--- src/rtl/core/lmj_pkg.sv ---
package lmj_pkg;

   localparam int MAX_SAMPLES = 64;
   localparam int IDX_W       = 6;
   localparam int CNT_W       = 7;
   localparam int QUEUE_PTR_W = 1;
   localparam int QUEUE_DEPTH = 2 ** QUEUE_PTR_W;

   localparam logic signed [47:0] S48_MAX = 48'sh7FFF_FFFF_FFFF;
   localparam logic signed [47:0] S48_MIN = 48'sh8000_0000_0000;
   localparam logic [47:0]        U48_MAX = 48'hFFFF_FFFF_FFFF;
   localparam logic signed [47:0] ONE_Q24 = 48'sd16777216;

   typedef enum logic [1:0] {
      CSR_AMPLITUDE    = 2'd0,
      CSR_CENTER       = 2'd1,
      CSR_WIDTH_SQUARE = 2'd2,
      CSR_BASELINE     = 2'd3
   } csr_index_type;

   typedef struct packed {
      logic signed [47:0] amplitude;
      logic signed [47:0] center;
      logic signed [47:0] width_square;
      logic signed [47:0] baseline;
   } cfg_type;

   typedef struct packed {
      logic signed [47:0] position;
      logic               store;
      logic               final_sample;
   } item_type;

   typedef struct packed {
      logic               start;
      logic               narrow;
      logic signed [48:0] a;
      logic signed [48:0] b;
   } mul_req_type;

   typedef struct packed {
      logic        start;
      logic [47:0] divisor;
   } div_req_type;

   function automatic logic signed [47:0] sat48(input logic signed [49:0] v);
      logic signed [47:0] r;
      if (v > 50'(S48_MAX)) r = S48_MAX;
      else if (v < 50'(S48_MIN)) r = S48_MIN;
      else r = v[47:0];
      return r;
   endfunction

   function automatic logic [47:0] mag49(input logic signed [48:0] v);
      logic signed [48:0] n;
      n = -v;
      return v[48] ? n[47:0] : v[47:0];
   endfunction

endpackage

--- src/rtl/core/lmj_front.sv ---
module lmj_front (
   input  logic                     clock,
   input  logic                     reset,
   input  logic                     req_valid,
   output logic                     req_ready,
   input  logic signed [47:0]       req_position,
   input  logic                     req_final_sample,
   input  logic                     full,
   output logic                     push,
   output lmj_pkg::item_type        item
);

   logic [lmj_pkg::CNT_W-1:0] count_ff, count_in;
   logic                      store;

   assign req_ready         = !full;
   assign push              = req_valid && !full;
   assign store             = (count_ff < lmj_pkg::CNT_W'(lmj_pkg::MAX_SAMPLES));
   assign item.position     = req_position;
   assign item.store        = store;
   assign item.final_sample = req_final_sample;

   always_comb begin
      count_in = count_ff;
      if (push) begin
         if (req_final_sample) count_in = '0;
         else if (store) count_in = count_ff + 1'b1;
      end
   end

   always_ff @(posedge clock) begin
      if (reset) count_ff <= '0;
      else count_ff <= count_in;
   end

endmodule

--- config.mk ---
export PLATFORM = sky130hd
export DESIGN_NAME = lmj_front
export DESIGN_NICKNAME = d
export VERILOG_FILES = /design/src/rtl/core/lmj_pkg.sv /design/src/rtl/core/lmj_front.sv
export SDC_FILE = /design/constraint.sdc
export NUM_CORES = 1
export LEC_CHECK = 0
export BUFFER_PORTS_ARGS = -buffer_cell sky130_fd_sc_hd__buf_2
export CELL_PAD_IN_SITES_DETAIL_PLACEMENT = 1
export CELL_PAD_IN_SITES_GLOBAL_PLACEMENT = 2
export CORE_ASPECT_RATIO = 1.4
export CORE_MARGIN = 2
export CORE_UTILIZATION = 13
export DETAILED_ROUTE_END_ITERATION = 8
export PLACE_DENSITY_LB_ADDON = 0.15
export SYNTH_ARGS = -nofsm -noshare
export SYNTH_HDL_FRONTEND = slang
export SYNTH_SLANG_ARGS = --single-unit
--- constraint.sdc ---
create_clock -name clock -period 1.84 [get_ports clock]
set_input_delay 0.552 -clock clock [delete_from_list [all_inputs] [get_ports clock]]
set_output_delay 0.552 -clock clock [all_outputs]
set_load 0.005 [all_outputs]
# Yosys cells after proc, flatten, opt, wreduce, memory -nomap -nowiden

Cells that the tools add are included.

$add $sub $neg: 1
Reductions and logical operators: 4
$lt $le $gt $ge: 1
Mux-type cells: 2

Operator list:

| kind                                                          | number |
|---|---|
| 7-bit two-way mux                                             | 2 |
| 7-bit by 1-bit adder with 7-bit output, second input constant | 1 |
| 7-bit less-than comparator, second input constant             | 1 |
| 2-bit AND reduction                                           | 1 |
| 2-bit nonzero test                                            | 1 |
| 1-bit logical AND                                             | 1 |
| 1-bit logical NOT                                             | 1 |

Register bits: 7
Output and inout port bits: 52

# Logic depth before layout (Yosys ltp)

Gate-level depths: netlist (run 1).

Depth after elaboration: 3
Gate-level depth with buffers: 5
Gate-level depth less buffers: 4

# Worst setup path after synthesis (run 1)

Ideal clock, no wire load.

Path type: input to register
From: in full
To: reg count_ff[2] (netlist name)
Arrival: 1374 ps
Path slack: 397 ps
Stages: 4
Data required time: 1770 ps
Cells stage by stage: nand2b_4 -> buf_6 -> or4_1 -> a21oi_1

Cells in the longest elaborated chain, start to end: 3

Ends and longest elaborated chain:

| item                          | line            | text |
|---|---|---|
| from (decl)                   | lmj_front.sv:8  | `input logic full,` |
| 1-bit logical NOT             | lmj_front.sv:17 | `assign push = req_valid && !full;` |
| 1-bit logical AND             | lmj_front.sv:17 |  |
| 2-bit AND reduction (no line) | n/a             |  |
| to (signal assigned)          | lmj_front.sv:33 | `else count_ff <= count_in;` |
| to (decl)                     | lmj_front.sv:13 | `logic [lmj_pkg::CNT_W-1:0] count_ff, count_in;` |

Every way passes these cells.
A chain may end at the register's enable or synchronous reset.

# Worst setup path in the final report (run 1)

From: in full
To: out push

Cells in the longest elaborated chain, start to end: 2

Ends and longest elaborated chain:

| item              | line            | text |
|---|---|---|
| 1-bit logical NOT | lmj_front.sv:17 |  |
| 1-bit logical AND | lmj_front.sv:17 |  |
| to (decl)         | lmj_front.sv:9  | `output logic push,` |

Every way passes these cells.

==> results of run 1 <==
==> area by class of cell <==
| type | count | area [sq um] | share of cell area |
|---|---|---|---|
| well taps | 70 | 87.6 | 0.154 |
| inverters | 6 | 22.5 | 0.0396 |
| repair buffers | 8 | 40.0 | 0.0703 |
| flip-flops and latches | 7 | 140 | 0.246 |
| multi-input cells | 31 | 233 | 0.409 |
| clock buffers | 3 | 41.3 | 0.0725 |
| clock inverters | 1 | 5.00 | 0.00879 |
==> power by group through the flow <==
stage               sequential, mW  clock [mW]  combinational [mW]
floorplan                    0.157           0               0.104
global route                 0.154       0.250              0.0353
detailed placement           0.157           0              0.0318
CTS                          0.154       0.237              0.0319
finish                       0.154       0.225              0.0309
global placement             0.157           0              0.0323
==> synthesized netlist by cell type (all sizes together), types with 2 or more instances <==
| master | n | area [sq um] |
|---|---|---|
| inv | 6 | 22.5 |
| nand3b | 4 | 30.0 |
| a21oi | 3 | 15.0 |
| mux2i | 3 | 30.0 |
| nand2b | 2 | 20.0 |
| nand2 | 2 | 7.51 |
| o21ai | 2 | 10.0 |
| buf | 51 | 387 |
| or3b | 3 | 26.3 |
| nor4 | 2 | 12.5 |
| dfxtp | 7 | 140 |
| or4 | 2 | 15.0 |
==> kinds of logic after synthesis <==
logic type | count (synthesis) | share of synthesized area
buf+inv | 57 | 0.523
flops | 7 | 0.179
compound gates | 7 | 0.0528
simple gates | 20 | 0.190
fa+ha+maj | 1 | 0.0160
mux | 3 | 0.0384
==> worst min-delay path by stage <==
| stage | endpoint | cells past startpoint | slack (ns) | startpoint |
|---|---|---|---|---|
| 2_1_floorplan | count_ff[1]$_SDFFE_PP0P_ | 2 | 0.46 | count_ff[1]$_SDFFE_PP0P_ |
| 3_3_place_gp | count_ff[4]$_SDFFE_PP0P_ | 2 | 0.50 | count_ff[4]$_SDFFE_PP0P_ |
| 3_5_place_dp | count_ff[4]$_SDFFE_PP0P_ | 2 | 0.50 | count_ff[4]$_SDFFE_PP0P_ |
| 4_1_cts | count_ff[4]$_SDFFE_PP0P_ | 2 | 0.51 | count_ff[4]$_SDFFE_PP0P_ |
| 5_1_grt | count_ff[1]$_SDFFE_PP0P_ | 2 | 0.53 | count_ff[1]$_SDFFE_PP0P_ |
| 6_report | count_ff[4]$_SDFFE_PP0P_ | 2 | 0.50 | count_ff[4]$_SDFFE_PP0P_ |
==> metal layers <==
| layer | part of all wire | track usage |
|---|---|---|
| met5 | 0 | 0 |
| met4 | 0.027 | 0.0343 |
| met3 | 0.093 | 0.0209 |
| met2 | 0.44 | 0.0601 |
| met1 | 0.43 | 0.0505 |
==> per-stage QoR <==
stage            util  setup slack, ns  hold slack (ns)
2_1_floorplan       -            0.397            0.460
3_3_place_gp   0.0898            0.250            0.495
3_5_place_dp   0.0898            0.248            0.502
4_1_cts        0.0978            0.248            0.510
5_1_grt        0.0978            0.200            0.534
6_report       0.0978            0.257            0.501
==> tightest hold or removal path, stage by stage, from the launching register on <==
cell and delay (ns):
dfxtp_1 0.31, nand3b_1 0.08, mux2i_1 0.06
==> layout by cell type (no fill, tap or decap), drive strengths merged <==
master,count
a21oi,3
a41oi,1
and3,1
buf,8
clkbuf,3
clkinv,1
dfxtp,7
ha,1
inv,6
mux2i,3
nand2,2
nand2b,2
nand3b,4
nand4,1
nor2,1
nor2b,1
nor4,2
nor4b,1
o21ai,2
o31ai,1
or3b,3
or4,2
==> out/metrics.cfg, run 1 <==
[route]
num_vias = 400
wl_microns = 1380
wl_per_cell_microns = 11.0
vias_per_cell = 3.17
drtAntennaViolNets = 0
drc = 0
first_iter_violations = 11
dr.pass1.iters = 3

[clock_network]
root_buffer = clkbuf_8
cts.sinks = 7
h-tree-depth = 1
clk_latency_ns = 0.23
clk_path_buf_depth = 2
cts_tree = built
ctsResizeCount = 0
postCtsSetupBuffers = 0
cts_inserted_buffers = 3
clkTransAtPathRegs_ns = 0.05
postCtsHoldBufs = 0

[worst_setup_path]
critPathLaunchType = input port
worst_ep_required_time_ns = 1.29
path_class = input port to output port
crit_path_frequent_cell = buf_2
r2r_end = count_ff[2]$_SDFFE_PP0P_
worstSetupStartpoint = full
reg2reg_slack_ns = 0.51
cpMaxStageDelayCell = nand2b_4
cp-endpoint = push
cpPeakStageDelay_ns = 0.18
timing.critical_path.to_type = output port
cp_max_fo = 9
crit_chain = buf_2 > nand2b_4 > inv_2 > buf_2
worstSetupPathDepth = 4
cp_top_family = buffers and inverters
crit_arrival_ns = 1.03
r2r_cells = 4
critPathBufInv = 3
reg2reg_from = count_ff[0]$_SDFFE_PP0P_

[yosys]
syn_avg_cell_area_sq_um = 8.23
synth.distinct_cells = 23
ys_seq_area_frac = 0.179
synthesis.instances = 95
synth.cell_area_sq_um = 782
ys.flop_type = dfxtp_1
yosys_warnings = 0
synth-edff-count = 0
synth_nets = 149
synthArstFlopShare = 0
synth-seq-cells = 7

[placement]
dp_hpwl_microns = 1090
place_inst = 122
placedInstanceArea_sq_um = 523
port-buffer-count = 8
gp_congestion = 0.635

[power]
combPwrFrac = 0.075
p_sw_frac = 0.233
total_power_uw = 410
p_int_uw = 315
p_leak_nw = 0.199
ir_drop_v = 0.000105
p_clk_frac = 0.548
p_sw_uw = 95.3
p_seq_frac = 0.377
p_per_area_nw_per_um2 = 720

[timing]
worst_pin_slew_ns = 0.486
final-setup-viol-count = 0
fin_crit_sh = 0.860
post-route-min-period_ns = 1.58
rsz0062_at_grt = false
fmax_mhz = 632
drv_slew = 0
hold_viol_final = 0
setup_tns_ns = 0
max_slew_margin = 0.675
finClkSkew_ns = 0.00748

[layout]
largest_register_ff_count = 7
nFillCells = 683
design_area_sq_um = 569
nets = 111
largest-register = count_ff
area_growth_pct = -27.2
top_regs = count_ff (7)
antenna_cells = 0
fin_cells = 126
drive_above_1_share = 0.268

[grt]
grt_first_pass_wirelength_microns = 2210
grt_pass1_vias = 438
antenna_found_initial = 0
grt_overflow_total = 0
grt_max_degree = 10
grtUsageTotal = 0.0433

[die]
dieArea_sq_um = 6660
die_h_microns = 95.8
rows = 33
core_sq_um = 5820
start_util = 0.134
pin_count = 105
die_x_microns = 69.6

[worst_hold_path]
hold_path.class = register to register

[flow_run]
cap_violations = 0

[outcome]
status = completed

No activity file was read; power rests on OpenSTA's default activity.
==> run 2, diff against run 1 <==
--- a/config.mk
+++ b/config.mk
@@ -12,7 +12,10 @@
 export CORE_MARGIN = 2
 export CORE_UTILIZATION = 13
 export DETAILED_ROUTE_END_ITERATION = 8
+export GPL_ROUTABILITY_DRIVEN = 0
+export HOLD_SLACK_MARGIN = 0.15
 export PLACE_DENSITY_LB_ADDON = 0.15
+export SETUP_SLACK_MARGIN = 0.3
 export SYNTH_ARGS = -nofsm -noshare
 export SYNTH_HDL_FRONTEND = slang
 export SYNTH_SLANG_ARGS = --single-unit
==> out/metrics.cfg, run 2 (synthesis results as in run 1) <==
[outcome]
status = completed

[clock_network]
root_buffer = clkbuf_8
clk_latency_ns = 0.23
cts.sinks = 7
h-tree-depth = 1
cts_tree = built
cts_inserted_buffers = 3
clkTransAtPathRegs_ns = 0.05
clk_path_buf_depth = 2

[route]
wl_per_cell_microns = 11.0
first_iter_violations = 12
num_vias = 409
drtAntennaViolNets = 0
wl_microns = 1410
dr.pass1.iters = 4
vias_per_cell = 3.20
drc = 0

[worst_setup_path]
cpPeakStageDelay_ns = 0.14
r2r_end = count_ff[2]$_SDFFE_PP0P_
crit_arrival_ns = 0.94
critPathLaunchType = input port
crit_chain = buf_6 > nand2b_4 > inv_4 > buf_6
timing.critical_path.to_type = output port
reg2reg_slack_ns = 0.51
critPathBufInv = 3
crit_path_frequent_cell = buf_6
cp_max_fo = 3
reg2reg_from = count_ff[0]$_SDFFE_PP0P_
r2r_cells = 4
worstSetupStartpoint = full
path_class = input port to output port
worst_ep_required_time_ns = 1.29
cp_top_family = buffers and inverters
cpMaxStageDelayCell = nand2b_4

[grt]
grt_pass1_vias = 437
antenna_found_initial = 0
grtUsageTotal = 0.0438
grt_first_pass_wirelength_microns = 2230
grt_max_degree = 10
grt_overflow_total = 0

[die]
die_h_microns = 95.8
rows = 33
die_x_microns = 69.6
dieArea_sq_um = 6660
core_sq_um = 5820
start_util = 0.134
pin_count = 105

[layout]
nFillCells = 678
design_area_sq_um = 599
utilization = 0.103
largest_register_ff_count = 7
top_regs = count_ff (7)
antenna_cells = 0
mostFrequentLayoutCell = dfxtp_1
final_cell_mix = dfxtp_1, buf_2, inv_1, nand3b_1
area_growth_pct = -23.4
largest-register = count_ff
drive_above_1_share = 0.293
nets = 113

[timing]
final-setup-viol-count = 0
finClkSkew_ns = 0.00789
hold_viol_final = 0
drv_slew = 0
holdWs_ns = 0.501
fmax_mhz = 672
setup_tns_ns = 0
post-route-min-period_ns = 1.49
fin_crit_sh = 0.808
worst_pin_slew_ns = 0.495
rsz0062_at_grt = false
max_slew_margin = 0.669

[worst_hold_path]
min_from = count_ff[4]$_SDFFE_PP0P_
worstHoldPathCells = 2
hold_end = count_ff[4]$_SDFFE_PP0P_
hold_path.class = register to register

[power]
p_leak_nw = 0.212
p_int_uw = 320
p_sw_uw = 95.8
p_seq_frac = 0.371
p_per_area_nw_per_um2 = 694
p_clk_frac = 0.538
p_sw_frac = 0.230
ir_drop_v = 0.000105
total_power_uw = 416
combPwrFrac = 0.091

[placement]
placedInstanceArea_sq_um = 523
dp_hpwl_microns = 1090
port-buffer-count = 8

[flow_run]
cap_violations = 0

run 2: cell types whose count changed in the layout (fill, tap and decap cells not counted):
cell,change
buf_2,-2
buf_4,+2
buf_6,+2
inv_2,-1
inv_4,+1
run 2: area by class of cell:
cell class,count,area [sq um],share of cell area
clock buffer,3,41.3,0.0689
sequential,7,140,0.234
inverter,6,25.0,0.0418
clock inverter,1,5.00,0.00835
multi-input combinational,31,233,0.388
tap,70,87.6,0.146
timing repair buffer,10,67.6,0.113
run 2: worst max-delay path by stage:
stage	end	slack (ns)	cells after the start
after CTS	push	0.30	4
after global placement	push	0.25	4
after global routing	push	0.33	4
final	push	0.35	4
after detailed placement	push	0.25	4
after floorplan	count_ff[2]$_SDFFE_PP0P_	0.40	4
run 2: worst register-to-register path, delay by kind of cell, from the launching register on:
| kind | cells | cell delay (ns) |
|---|---|---|
| flip-flops | 1 | 0.36 |
| AO/OA/AOI/OAI | 1 | 0.15 |
| buffers and inverters | 1 | 0.07 |
| adder cells (fa/ha/maj) | 1 | 0.19 |
| AND/OR/NAND/NOR | 1 | 0.50 |
run 2: per-stage QoR:
stage | instances | setup slack, ns
after floorplan | 95 | 0.397
after global placement | 122 | 0.250
after detailed placement | 122 | 0.248
after CTS | 127 | 0.302
after global routing | 128 | 0.327
final | 128 | 0.353
run 2: power groups by stage:
| stage | Clock, mW | Combinational [mW] | Sequential, mW |
|---|---|---|---|
| 3_5_place_dp | 0 | 0.0318 | 0.157 |
| 5_1_grt | 0.251 | 0.0424 | 0.154 |
| 3_3_place_gp | 0 | 0.0323 | 0.157 |
| 4_1_cts | 0.237 | 0.0338 | 0.154 |
| 2_1_floorplan | 0 | 0.104 | 0.157 |
| 6_report | 0.224 | 0.0377 | 0.154 |
run 2: what timing repair did:
item / in CTS / in global routing
endpoints found under the setup margin: 1 / 1
hold buffers: 0 / 0
cloned: 0 / 0
setup buffers: 1 / 1
gates resized for setup: 0 / 3
run 2: routing by layer:
| layer | up-vias | part of all wire | global-route usage |
|---|---|---|---|
| li1 | 187 | - | - |
| met1 | 186 | 0.42 | 0.0518 |
| met2 | 24 | 0.45 | 0.0601 |
| met3 | 12 | 0.10 | 0.0209 |
| met4 | 0 | 0.027 | 0.0343 |
| met5 | - | 0 | 0 |
