### config.mk
export PLATFORM = sky130hd
export DESIGN_NAME = lmj_queue
export DESIGN_NICKNAME = d
export VERILOG_FILES = /design/src/rtl/core/lmj_pkg.sv /design/src/rtl/core/lmj_queue.sv
export SDC_FILE = /design/constraint.sdc
export NUM_CORES = 1
export LEC_CHECK = 0
export ABC_AREA = 0
export BUFFER_PORTS_ARGS = -buffer_cell sky130_fd_sc_hd__buf_2
export CAP_MARGIN = 20
export CORE_MARGIN = 4
export CORE_UTILIZATION = 35
export CTS_BUF_LIST = sky130_fd_sc_hd__clkbuf_4
export CTS_CLUSTER_DIAMETER = 120
export DETAILED_ROUTE_END_ITERATION = 10
export HOLD_SLACK_MARGIN = 0.12
export SYNTH_ARGS = -nofsm -noshare
export SYNTH_HDL_FRONTEND = slang
export SYNTH_SLANG_ARGS = --single-unit
### constraint.sdc
create_clock -name clock -period 5.3 [get_ports clock]
set_input_delay 0.795 -clock clock [delete_from_list [all_inputs] [get_ports clock]]
set_output_delay 0.795 -clock clock [all_outputs]
set_load 0.005 [all_outputs]
### src/rtl/core/lmj_pkg.sv
package lmj_pkg;

   localparam int MAX_SAMPLES = 64;
   localparam int IDX_W       = 6;
   localparam int CNT_W       = 7;
   localparam int QUEUE_PTR_W = 1;
   localparam int QUEUE_DEPTH = 2 ** QUEUE_PTR_W;

   localparam logic signed [47:0] S48_MAX = 48'sh7FFF_FFFF_FFFF;
   localparam logic signed [47:0] S48_MIN = 48'sh8000_0000_0000;
   localparam logic [47:0]        U48_MAX = 48'hFFFF_FFFF_FFFF;
   localparam logic signed [47:0] ONE_Q24 = 48'sd16777216;

   typedef enum logic [1:0] {
      CSR_AMPLITUDE    = 2'd0,
      CSR_CENTER       = 2'd1,
      CSR_WIDTH_SQUARE = 2'd2,
      CSR_BASELINE     = 2'd3
   } csr_index_type;

   typedef struct packed {
      logic signed [47:0] amplitude;
      logic signed [47:0] center;
      logic signed [47:0] width_square;
      logic signed [47:0] baseline;
   } cfg_type;

   typedef struct packed {
      logic signed [47:0] position;
      logic               store;
      logic               final_sample;
   } item_type;

   typedef struct packed {
      logic               start;
      logic               narrow;
      logic signed [48:0] a;
      logic signed [48:0] b;
   } mul_req_type;

   typedef struct packed {
      logic        start;
      logic [47:0] divisor;
   } div_req_type;

   function automatic logic signed [47:0] sat48(input logic signed [49:0] v);
      logic signed [47:0] r;
      if (v > 50'(S48_MAX)) r = S48_MAX;
      else if (v < 50'(S48_MIN)) r = S48_MIN;
      else r = v[47:0];
      return r;
   endfunction

   function automatic logic [47:0] mag49(input logic signed [48:0] v);
      logic signed [48:0] n;
      n = -v;
      return v[48] ? n[47:0] : v[47:0];
   endfunction

endpackage

### src/rtl/core/lmj_queue.sv
module lmj_queue (
   input  logic              clock,
   input  logic              reset,
   input  logic              push,
   input  lmj_pkg::item_type push_item,
   output logic              full,
   input  logic              pop,
   output logic              not_empty,
   output lmj_pkg::item_type pop_item
);

   lmj_pkg::item_type                  entry_ff [lmj_pkg::QUEUE_DEPTH];
   logic [lmj_pkg::QUEUE_PTR_W-1:0]    wr_ptr_ff, rd_ptr_ff;
   logic [lmj_pkg::QUEUE_PTR_W:0]      fill_ff, fill_in;

   assign full      = (fill_ff == (lmj_pkg::QUEUE_PTR_W+1)'(lmj_pkg::QUEUE_DEPTH));
   assign not_empty = (fill_ff != '0);
   assign pop_item  = entry_ff[rd_ptr_ff];

   always_comb begin
      fill_in = fill_ff;
      if (push && !pop) fill_in = fill_ff + 1'b1;
      else if (pop && !push) fill_in = fill_ff - 1'b1;
   end

   always_ff @(posedge clock) begin
      if (reset) begin
         wr_ptr_ff <= '0;
         rd_ptr_ff <= '0;
         fill_ff   <= '0;
      end else begin
         if (push) wr_ptr_ff <= wr_ptr_ff + 1'b1;
         if (pop) rd_ptr_ff <= rd_ptr_ff + 1'b1;
         fill_ff <= fill_in;
      end
   end

   always_ff @(posedge clock) begin
      if (push) entry_ff[wr_ptr_ff] <= push_item;
   end

endmodule

Yosys cells after proc, flatten, opt, wreduce, memory -nomap -nowiden
Memories as Yosys holds them, arrays and structs flattened. A register that Yosys moved wholly into a read port is not among the register bits. Cells that the tools add are included.

Add/subtract/negate cells: 4. Multiply operators: 0. Divide/modulo/power cells: 0. Magnitude comparators: 0. Equal/unequal tests: 1. Shift operators: 0. Muxes and demuxes: 6. Bitwise gates (word level): 0. Reduce and logical (&&, ||, !) cells: 6.

Operator list (number): $mux 1 (4); $mux 2 (2); $reduce_bool 2->1 (2); $add 1x1->1 const B (2); $add 2x1->2 const B (1); $eq 2x2->1 const B (1); $logic_and 1x1->1 (2); $logic_not 1->1 (2); $sub 2x1->2 const B (1).

Register bits: 4. Latch bits: 0. Bits in writable memories: 100. Memory bits (read-only): 0. Output and inout port bits: 52. Logic and storage cells: 21. Memories kept: 1.

Memories: entry_ff (depth 2, width 50, rd ports 1, clocked after Yosys merged registers in 1, write ports 1, RTL line lmj_queue.sv:12) `lmj_pkg::item_type entry_ff [lmj_pkg::QUEUE_DEPTH];`.

Logic depth before layout (Yosys ltp)
Gate-level depths: netlist of the first run.

Depth after elaboration: 4. Depth in mapped cells: 5. Depth with buffers taken out: 5.

Worst setup path after synthesis of the first run
Ideal clock, no wire load.

Path kind: input -> register. Start: in push. End: mem entry_ff[0][0] (netlist name) (enable). Setup time: 0.464 ns. Data arrival time: 3.011 ns. Data required time: 4.836 ns. Setup slack: 1.825 ns. Cell stages on the path: 1. Cells stage by stage: nor2b_1.

Cells in the longest elaborated chain, start to end: 2.

Ends and longest elaborated chain: from (decl) (RTL line lmj_queue.sv:4) `input logic push,`; $mux 1 (RTL line lmj_queue.sv:39) `if (push) entry_ff[wr_ptr_ff] <= push_item;`; $mux 1 (not written as such) (RTL line lmj_queue.sv:39); to (decl) (RTL line lmj_queue.sv:12).

No other way between the ends.

==> results of run 1 <==
## registers in the layout, indices dropped and copies added (netlist names), named ones only
name,cells
wr_ptr_ff,1
fill_ff,2
rd_ptr_ff,1
entry_ff,100
## cells by family after synthesis
group	Yosys count	synth area share (%)
mux	50	14.74
xor+xnor	4	0.9176
flops	105	81.26
compound gates	2	0.2619
buf+inv	7	1.212
simple gates	9	1.278
fa+ha+maj	1	0.3276
## layout by cell type (no fill, tap or decap), drive strengths merged
cell | Yosys | layout
o21ai | 1 | 1
or2 | 1 | 1
clkinv | 0 | 4
nor2b | 1 | 1
ha | 1 | 1
mux2 | 50 | 50
xnor2 | 2 | 2
bufinv | 0 | 1
xor2 | 2 | 2
diode | 0 | 1
nor2 | 4 | 4
and2 | 1 | 1
clkbuf | 0 | 11
or3 | 1 | 1
dfxtp | 5 | 5
buf | 6 | 108
and2b | 1 | 1
edfxtp | 100 | 100
a21oi | 1 | 1
inv | 1 | 1
## per-stage QoR
step	instances	utilization, %	total power [mW]
global placement	416	43.05	1.180
CTS	432	44.28	1.568
detailed placement	416	43.05	1.184
global route	432	44.28	1.622
finish	433	44.31	1.536
floorplan	178	-	1.095
## area by class of cell
type / count / area share [%]
inverter: 1 / 0.08097
sequential: 105 / 66.96
clock buffer: 11 / 1.781
timing repair buffer: 108 / 11.82
clock inverter: 5 / 0.9986
antenna: 1 / 0.05398
multi-input combinational: 66 / 14.63
tap: 136 / 3.671
## routing by layer
metal  routed length, µm  GRT usage (%)  vias to the layer above
li1                    -              -                      916
met1                2824          13.06                      948
met2                3366          18.63                       66
met3                 419          3.612                       12
met4                 121          5.529                        2
met5                   9              0                        -
## power by group through the flow
stage / Sequential, mW / Clock (mW) / Combinational, mW
detailed placement: 1.01 / 0 / 0.179
global route: 0.991 / 0.436 / 0.195
finish: 0.984 / 0.378 / 0.173
global placement: 1.00 / 0 / 0.177
floorplan: 0.995 / 0 / 0.0999
CTS: 0.986 / 0.401 / 0.180
## path summary, 6_finish.rpt
| path | end | slack, ps | cells past startpoint |
|---|---|---|---|
| worst min register to register | fill_ff[1]$_SDFFE_PP0P_ | 520 | 2 |
| worst max-delay path | pop_item[39] | 2400 | 3 |
| worst min-delay path | fill_ff[1]$_SDFFE_PP0P_ | 520 | 2 |
| worst max register to register | entry_ff[1][28]$_DFFE_PP_ | 3790 | 2 |
## worst max-delay path, stage by stage, from the launching register on
cell	delay (ps)
dfxtp_2	700
buf_4	450
mux2_2	390
buf_2	130
==> metrics.yaml, run 1 <==
sta:
  period_needed_ps: 2900
  fin_tns_setup_ps: 0
  holdWs_ps: 516.3
  fin_worst_skew_ps: 6.703
  finalCritPeriodShare_pct: 54.71
  slew_headroom_pct: 53.91
  slew_viol_final: 0
  fmax_mhz: 344.9
  fin_ws_ps: 2400
  worstMarginPinSlew_ps: 691.4
  hold_viol: 0
  rsz0062_at_grt: "no"
  setup_viol: 0
clocking:
  clock-sinks: 105
  clock_latency_ps: 420
  cts_tree: "yes"
  holdBufCountCts: 0
  post_cts_resized: 0
  cts-root-buf: "clkbuf_4"
  h-tree-depth: 3
  post_cts_buffers: 0
  clk_pin_slew_ps: 140
  clk_path_buf_depth: 2
  cts_buffers: 9
synth:
  synth_edf_count: 100
  synthCells: 178
  syn-num-nets: 233
  synth_ff_type: "edfxtp_1"
  synthTopCellsByArea: "edfxtp_1, mux2_2, dfxtp_1"
  yosys_warnings: 0
  yosysMostFrequentCell: "edfxtp_1"
  ys_ff_latch: 105
  synth_cell_types: 18
  synthArstFlopShare_pct: 0
  syn_area_per_cell_um2: 21.45
  synth_top_cell_area_share_pct: 78.64
  netlist_top_cells_count: "edfxtp_1, mux2_2, buf_4, dfxtp_1"
  yosysTopAreaCell: "edfxtp_1"
  yosysSeqAreaShare_pct: 81.26
  syn_area_um2: 3819
pwr:
  p_sw_share_pct: 21.35
  p_comb_share_pct: 11.3
  p_seq_share_pct: 64.1
  vdd_drop_max_uv: 112.8
  pwr-share-clk_pct: 24.6
  powerDensity_nw_per_um2: 331.4
  internal_power_mw: 1.208
  leakagePower_nw: 1.733
  p_switching_mw: 0.3280
floorplan:
  ios: 106
  die_h_um: 112.5
  fp.dieW_um: 112.5
  die_area_um2: 12650
  coreArea_um2: 10460
  num_rows: 37
  start_util_pct: 36.50
setup_path:
  critPathArrivalTime_ps: 2100
  startpoint_type: "register"
  end_kind: "output port"
  r2r-start: "wr_ptr_ff$_SDFFE_PP0P_"
  worstSetupPathType: "reg2out"
  required_ps: 4510
  cp_max_fo: 29
route:
  vias_per_cell: 4.490
  wire_per_inst_um: 15.57
  route.detailed.drc: 0
  drt_iter0_drc: 77
  antenna_left: 0
  via_count: 1944
  first_pass_iters: 4
  drt-total-wl_um: 6741
cells_and_area:
  multi_input_area_um2: 678.2
  fill_cells: 971
  num-nets-final: 346
  area_growth_syn_to_layout_pct: 21.40
  drive_gt1_share_pct: 58.11
  final_cell_area_um2: 4636
  seqCellArea_um2: 3104
min_path:
  hp-start: "fill_ff[1]$_SDFFE_PP0P_"
  holdCritPathClass: "reg2reg"
global_routing:
  antenna_found_initial: 1
  grt_pass1_wl_um: 10740
  grt_overflow: 0
  grt_max_degree: 51
  first_global_vias: 2138
  grt_usage_pct: 11.20
placement:
  gp_congestion: 0.6693
  pre_cts_ws_ps: 2784
  port_buffers: 105
  dp_hpwl_um: 4438
  post_dp_cell_area_um2: 4504
flow_run:
  drv_cap: 0
status:
  status: "completed"
Power figures use the tool's default switching activity.
==> run 2: changes to the inputs <==
==> constraint.sdc (replaced) <==
create_clock -name clock -period 2.4 [get_ports clock]
set_input_delay 0.36 -clock clock [delete_from_list [all_inputs] [get_ports clock]]
set_output_delay 0.36 -clock clock [all_outputs]
set_load 0.005 [all_outputs]
==> run 2 against run 1 <==
Net effect: critical path depth is the same; setup slack got worse by 2000 ps; routed wire length increased by 3.4%; clock power grew 110%; sequential cell count did not move; power rose by 120%; combinational power grew to 2.7 times the previous value; global-route usage increased by 0.14 points; via count grew 10%; sequential power increased by 120%; critical endpoint is now pop_item[16]; largest power group unchanged.
==> metrics.yaml, run 2 (synthesis gave the netlist of run 1 again) <==
clocking:
  post_cts_buffers: 0
  clk_path_buf_depth: 2
  clock-sinks: 105
  cts-root-buf: "clkbuf_4"
  h-tree-depth: 3
  cts_tree: "yes"
  clk_pin_slew_ps: 150
  cts_buffers: 9
  clock_latency_ps: 430
floorplan:
  coreArea_um2: 10460
  num_rows: 37
  start_util_pct: 36.50
  fp.dieW_um: 112.5
  ios: 106
  die_h_um: 112.5
  die_area_um2: 12650
sta:
  fin_ws_ps: 402.7
  period_needed_ps: 1997
  finalCritPeriodShare_pct: 83.22
  rsz0062_at_grt: "no"
  hold_viol: 0
  fin_worst_skew_ps: 19.19
  slew_headroom_pct: 75.93
  setup_viol: 0
  worstMarginPinSlew_ps: 361.0
  slew_viol_final: 0
  fin_tns_setup_ps: 0
  fmax_mhz: 500.7
placement:
  port_buffers: 105
  pre_cts_ws_ps: 848.6
  dp_hpwl_um: 4303
  gp_congestion: 0.6635
route:
  drt_iter0_drc: 85
  wire_per_inst_um: 14.40
  route.detailed.drc: 0
  antenna_left: 0
  via_count: 2147
  drt-total-wl_um: 6969
  vias_per_cell: 4.436
  first_pass_iters: 4
cells_and_area:
  fill_cells: 907
  final_common_cell: "buf_2"
  regMostFlops: "entry_ff"
  finish.utilization_pct: 49.39
  area_growth_syn_to_layout_pct: 35.32
  largest_reg_flops: 100
  top_regs: "entry_ff: 100 flops, fill_ff: 2 flops"
  drive_gt1_share_pct: 50.29
  num-nets-final: 398
  diodes: 0
  mostFrequentLayoutCells: "buf_2, edfxtp_1, dlygate4sd3_1, mux2_2, clkbuf_4"
setup_path:
  startpoint_type: "register"
  cpPeakStageDelay_ps: 400
  cp_max_fo: 26
  cp_top_family: "buffers and inverters"
  cp_cell_sequence: "buf_4 -> mux2_2 -> buf_2"
  required_ps: 2040
  end_kind: "output port"
  crit_buf_inv: 2
  worstSetupPathType: "reg2out"
  crit_slowest_cell: "mux2_2"
  critPathArrivalTime_ps: 1640
status:
  status: "completed"
flow_run:
  drv_cap: 0
global_routing:
  first_global_vias: 2353
  antenna_found_initial: 0
  grt_usage_pct: 11.34
  grt_overflow: 0
  grt_max_degree: 51
  grt_pass1_wl_um: 11380
pwr:
  p_comb_share_pct: 13.8
  p_seq_share_pct: 63.0
  p_switching_mw: 0.7840
  powerDensity_nw_per_um2: 663.4
  internal_power_mw: 2.644
  vdd_drop_max_uv: 245.2
  p_sw_share_pct: 22.87
  leakagePower_nw: 1.951
  pwr-share-clk_pct: 23.2
min_path:
  holdCritPathClass: "in2reg"
==> run 2: worst min-delay path, stage by stage <==
cell and delay, ps:
buf_2 100, xnor2_1 80, nor2_1 80
==> run 2: final timing paths <==
check | startpoint | to | slack [ps] | cells after the start
max | register | pop_item[16] | 400 | 3
min | pop | rd_ptr_ff$_SDFFE_PP0P_ | 220 | 3
max reg2reg | wr_ptr_ff$_SDFFE_PP0P_ | entry_ff[1][31]$_DFFE_PP_ | 1180 | 2
min reg2reg | fill_ff[1]$_SDFFE_PP0P_ | fill_ff[1]$_SDFFE_PP0P_ | 510 | 2
==> run 2: what timing repair did <==
item | 4_1_cts | 5_1_grt
hold endpoints to repair | 104 | 0
gates resized for setup | 0 | 0
hold buffers | 51 | 0
setup endpoints to repair | 0 | 0
==> run 2: stage by stage <==
stage	area (µm²)	hold WS, ps	instances	power, mW
4_1_cts	5167	181.5	484	3.494
6_report	5167	223.5	484	3.428
5_1_grt	5167	186.6	484	3.604
3_3_place_gp	4537	475.2	417	2.613
3_5_place_dp	4537	494.1	417	2.622
2_1_floorplan	3821	429.1	178	2.417
==> run 2: layer usage <==
metal	part of all wire (%)	vias up	GRT usage, %	routed length, µm
met5	0	-	0	0
li1	-	1019	-	-
met3	5.6	11	3.019	390
met4	1.6	0	4.327	114
met2	51	67	19.79	3560
met1	42	1050	13.37	2902
==> run 2: power groups by stage <==
stage	Clock, mW	Sequential, mW	Combinational, mW
global placement	0	2.20	0.415
floorplan	0	2.20	0.221
global route	0.911	2.17	0.524
finish	0.797	2.16	0.473
detailed placement	0	2.20	0.420
CTS	0.847	2.16	0.487
==> run 2: layout make-up <==
cell class	count	area [µm²]	area share (%)
Tap cell	136	170.2	3.293
Multi-Input combinational cell	66	678.2	13.12
Timing Repair Buffer	160	1091	21.11
Inverter	1	3.754	0.07264
Clock inverter	5	37.54	0.7264
Sequential cell	105	3104	60.07
Clock buffer	11	82.58	1.598
==> run 3: changes to the inputs <==
==> constraint.sdc (replaced) <==
create_clock -name clock -period 1.68 [get_ports clock]
set_input_delay 0.252 -clock clock [delete_from_list [all_inputs] [get_ports clock]]
set_output_delay 0.252 -clock clock [all_outputs]
set_load 0.005 [all_outputs]
==> run 3 against run 2 <==
Net effect: the run now ends with negative setup slack left; register-to-register slack worse by 760 ps; sequential power increased by 43%; cell count up 1.4%; setup slack worse by 530 ps; sequential cell count unchanged; design area rose by 7.7%; critical endpoint is now pop_item[25]; clock power up 43%; critical path depth unchanged.
==> metrics.yaml, run 3 (synthesis gave the netlist of run 1 again) <==
flow_run:
  drv_cap: 0
sta:
  setup_viol: 50
  fin_tns_setup_ps: -4309
  slew_viol_final: 0
  slew_headroom_pct: 80.08
  holdWs_ps: 516.8
  worstMarginPinSlew_ps: 298.8
  period_needed_ps: 1807
  finalCritPeriodShare_pct: 107.5
  fin_worst_skew_ps: 20.65
  rsz0062_at_grt: "yes"
  fin_ws_ps: -126.7
  hold_viol: 0
  fmax_mhz: 553.5
route:
  antenna_left: 0
  vias_per_cell: 4.450
  route.detailed.drc: 0
  wire_per_inst_um: 15.48
  drt-total-wl_um: 7601
  drt_iter0_drc: 84
  first_pass_iters: 4
  via_count: 2185
floorplan:
  start_util_pct: 36.50
  num_rows: 37
  fp.dieW_um: 112.5
  coreArea_um2: 10460
  die_area_um2: 12650
  die_h_um: 112.5
  ios: 106
global_routing:
  antenna_found_initial: 0
  grt_pass1_wl_um: 12230
  first_global_vias: 2456
  grt_max_degree: 29
  grt_overflow: 0
  grt_usage_pct: 12.51
cells_and_area:
  fin_cells: 491
  area_growth_syn_to_layout_pct: 45.77
  diodes: 0
  multi_input_area_um2: 772.0
  finish.utilization_pct: 53.21
  mostFrequentLayoutCells: "edfxtp_1, buf_2, dlygate4sd3_1, mux2_4, buf_6"
  fill_cells: 875
  final_common_cell: "edfxtp_1"
  largest_reg_flops: 100
  final_cell_area_um2: 5567
  seqCellArea_um2: 3107
  num-nets-final: 405
  top_regs: "entry_ff: 100 flops, fill_ff: 2 flops"
  drive_gt1_share_pct: 51.55
  regMostFlops: "entry_ff"
setup_path:
  worstSetupPathType: "reg2out"
  rrSetupSlack_ps: 420
  critPathArrivalTime_ps: 1550
  r2r_end: "entry_ff[1][25]$_DFFE_PP_"
  startpoint_type: "register"
  required_ps: 1430
  r2r-start: "wr_ptr_ff$_SDFFE_PP0P_"
  end_kind: "output port"
  reg2regPathDepth: 2
  cp_max_fo: 25
min_path:
  holdCritPathClass: "in2reg"
  min_to: "entry_ff[1][31]$_DFFE_PP_"
  hp-start: "push_item[31]"
  hold_depth: 2
clocking:
  clk_pin_slew_ps: 170
  clock-sinks: 105
  h-tree-depth: 3
  cts_tree: "yes"
  cts-root-buf: "clkbuf_4"
  cts_buffers: 9
  clk_path_buf_depth: 2
  clock_latency_ps: 440
placement:
  dp_hpwl_um: 4539
  port_buffers: 105
  pre_cts_ws_ps: 339.2
  gp_congestion: 0.6625
  post_dp_cell_area_um2: 4589
  dp.cells: 419
pwr:
  p_comb_share_pct: 17.4
  p_sw_share_pct: 23.63
  pwr-share-clk_pct: 22.3
  internal_power_mw: 3.917
  p_switching_mw: 1.212
  powerDensity_nw_per_um2: 921.5
  leakagePower_nw: 2.159
  power_mw: 5.129
  vdd_drop_max_uv: 427.4
  p_seq_share_pct: 60.3
status:
  status: "finished, violations left"
  violations: "negative setup slack"
run 3: cell types whose count changed in the layout (fill, tap and decap cells not counted), sizes merged:
cell         delta
clkinv          +2
clkbuf          -2
buf             +5
dlygate4sd3     +2
run 3: final cells by class:
cell class                      instances  area share, %
Sequential cell                       105          55.81
Multi-Input combinational cell         66          13.87
Clock buffer                            9          1.214
Clock inverter                          7         0.9216
Tap cell                              136          3.057
Timing Repair Buffer                  167          25.06
Inverter                                1        0.06743
run 3: power by group through the flow:
stage	clock [mW]	combinational (mW)	sequential, mW
6_report	1.14	0.895	3.09
2_1_floorplan	0	0.318	3.13
5_1_grt	1.33	0.970	3.11
3_5_place_dp	0	0.626	3.15
3_3_place_gp	0	0.618	3.14
4_1_cts	1.20	0.872	3.09
run 3: worst max-delay path, cell delays in order (launching register included):
cell and delay [ps]:
dfxtp_4 420, buf_12 190, mux2_2 360, buf_2 130
run 3: timing repair:
item | CTS | global route
hold buffers | 53 | 0
gates cloned | 2 | 0
resized for setup | 39 | 14
endpoints found under the hold margin | 105 | 0
buffers inserted | 1 | 0
endpoints found under the setup margin | 50 | 50
run 3: how the worst max path moves through the flow:
stage                                     to  slack (ps)                   start  cells past startpoint
floorplan           entry_ff[0][0]$_DFFE_PP_         170  wr_ptr_ff$_SDFFE_PP0P_                      1
global placement                 pop_item[8]         350                register                      3
finish                          pop_item[25]        -130                register                      3
CTS                             pop_item[48]        -180                register                      3
detailed placement               pop_item[8]         340                register                      3
global route                    pop_item[29]        -220                register                      3
run 3: per-layer routing:
layer	share of wire (%)	track usage, %
met1	41	14.77
met2	52	21.85
met3	5.5	3.235
met4	1.5	4.808
met5	0	0
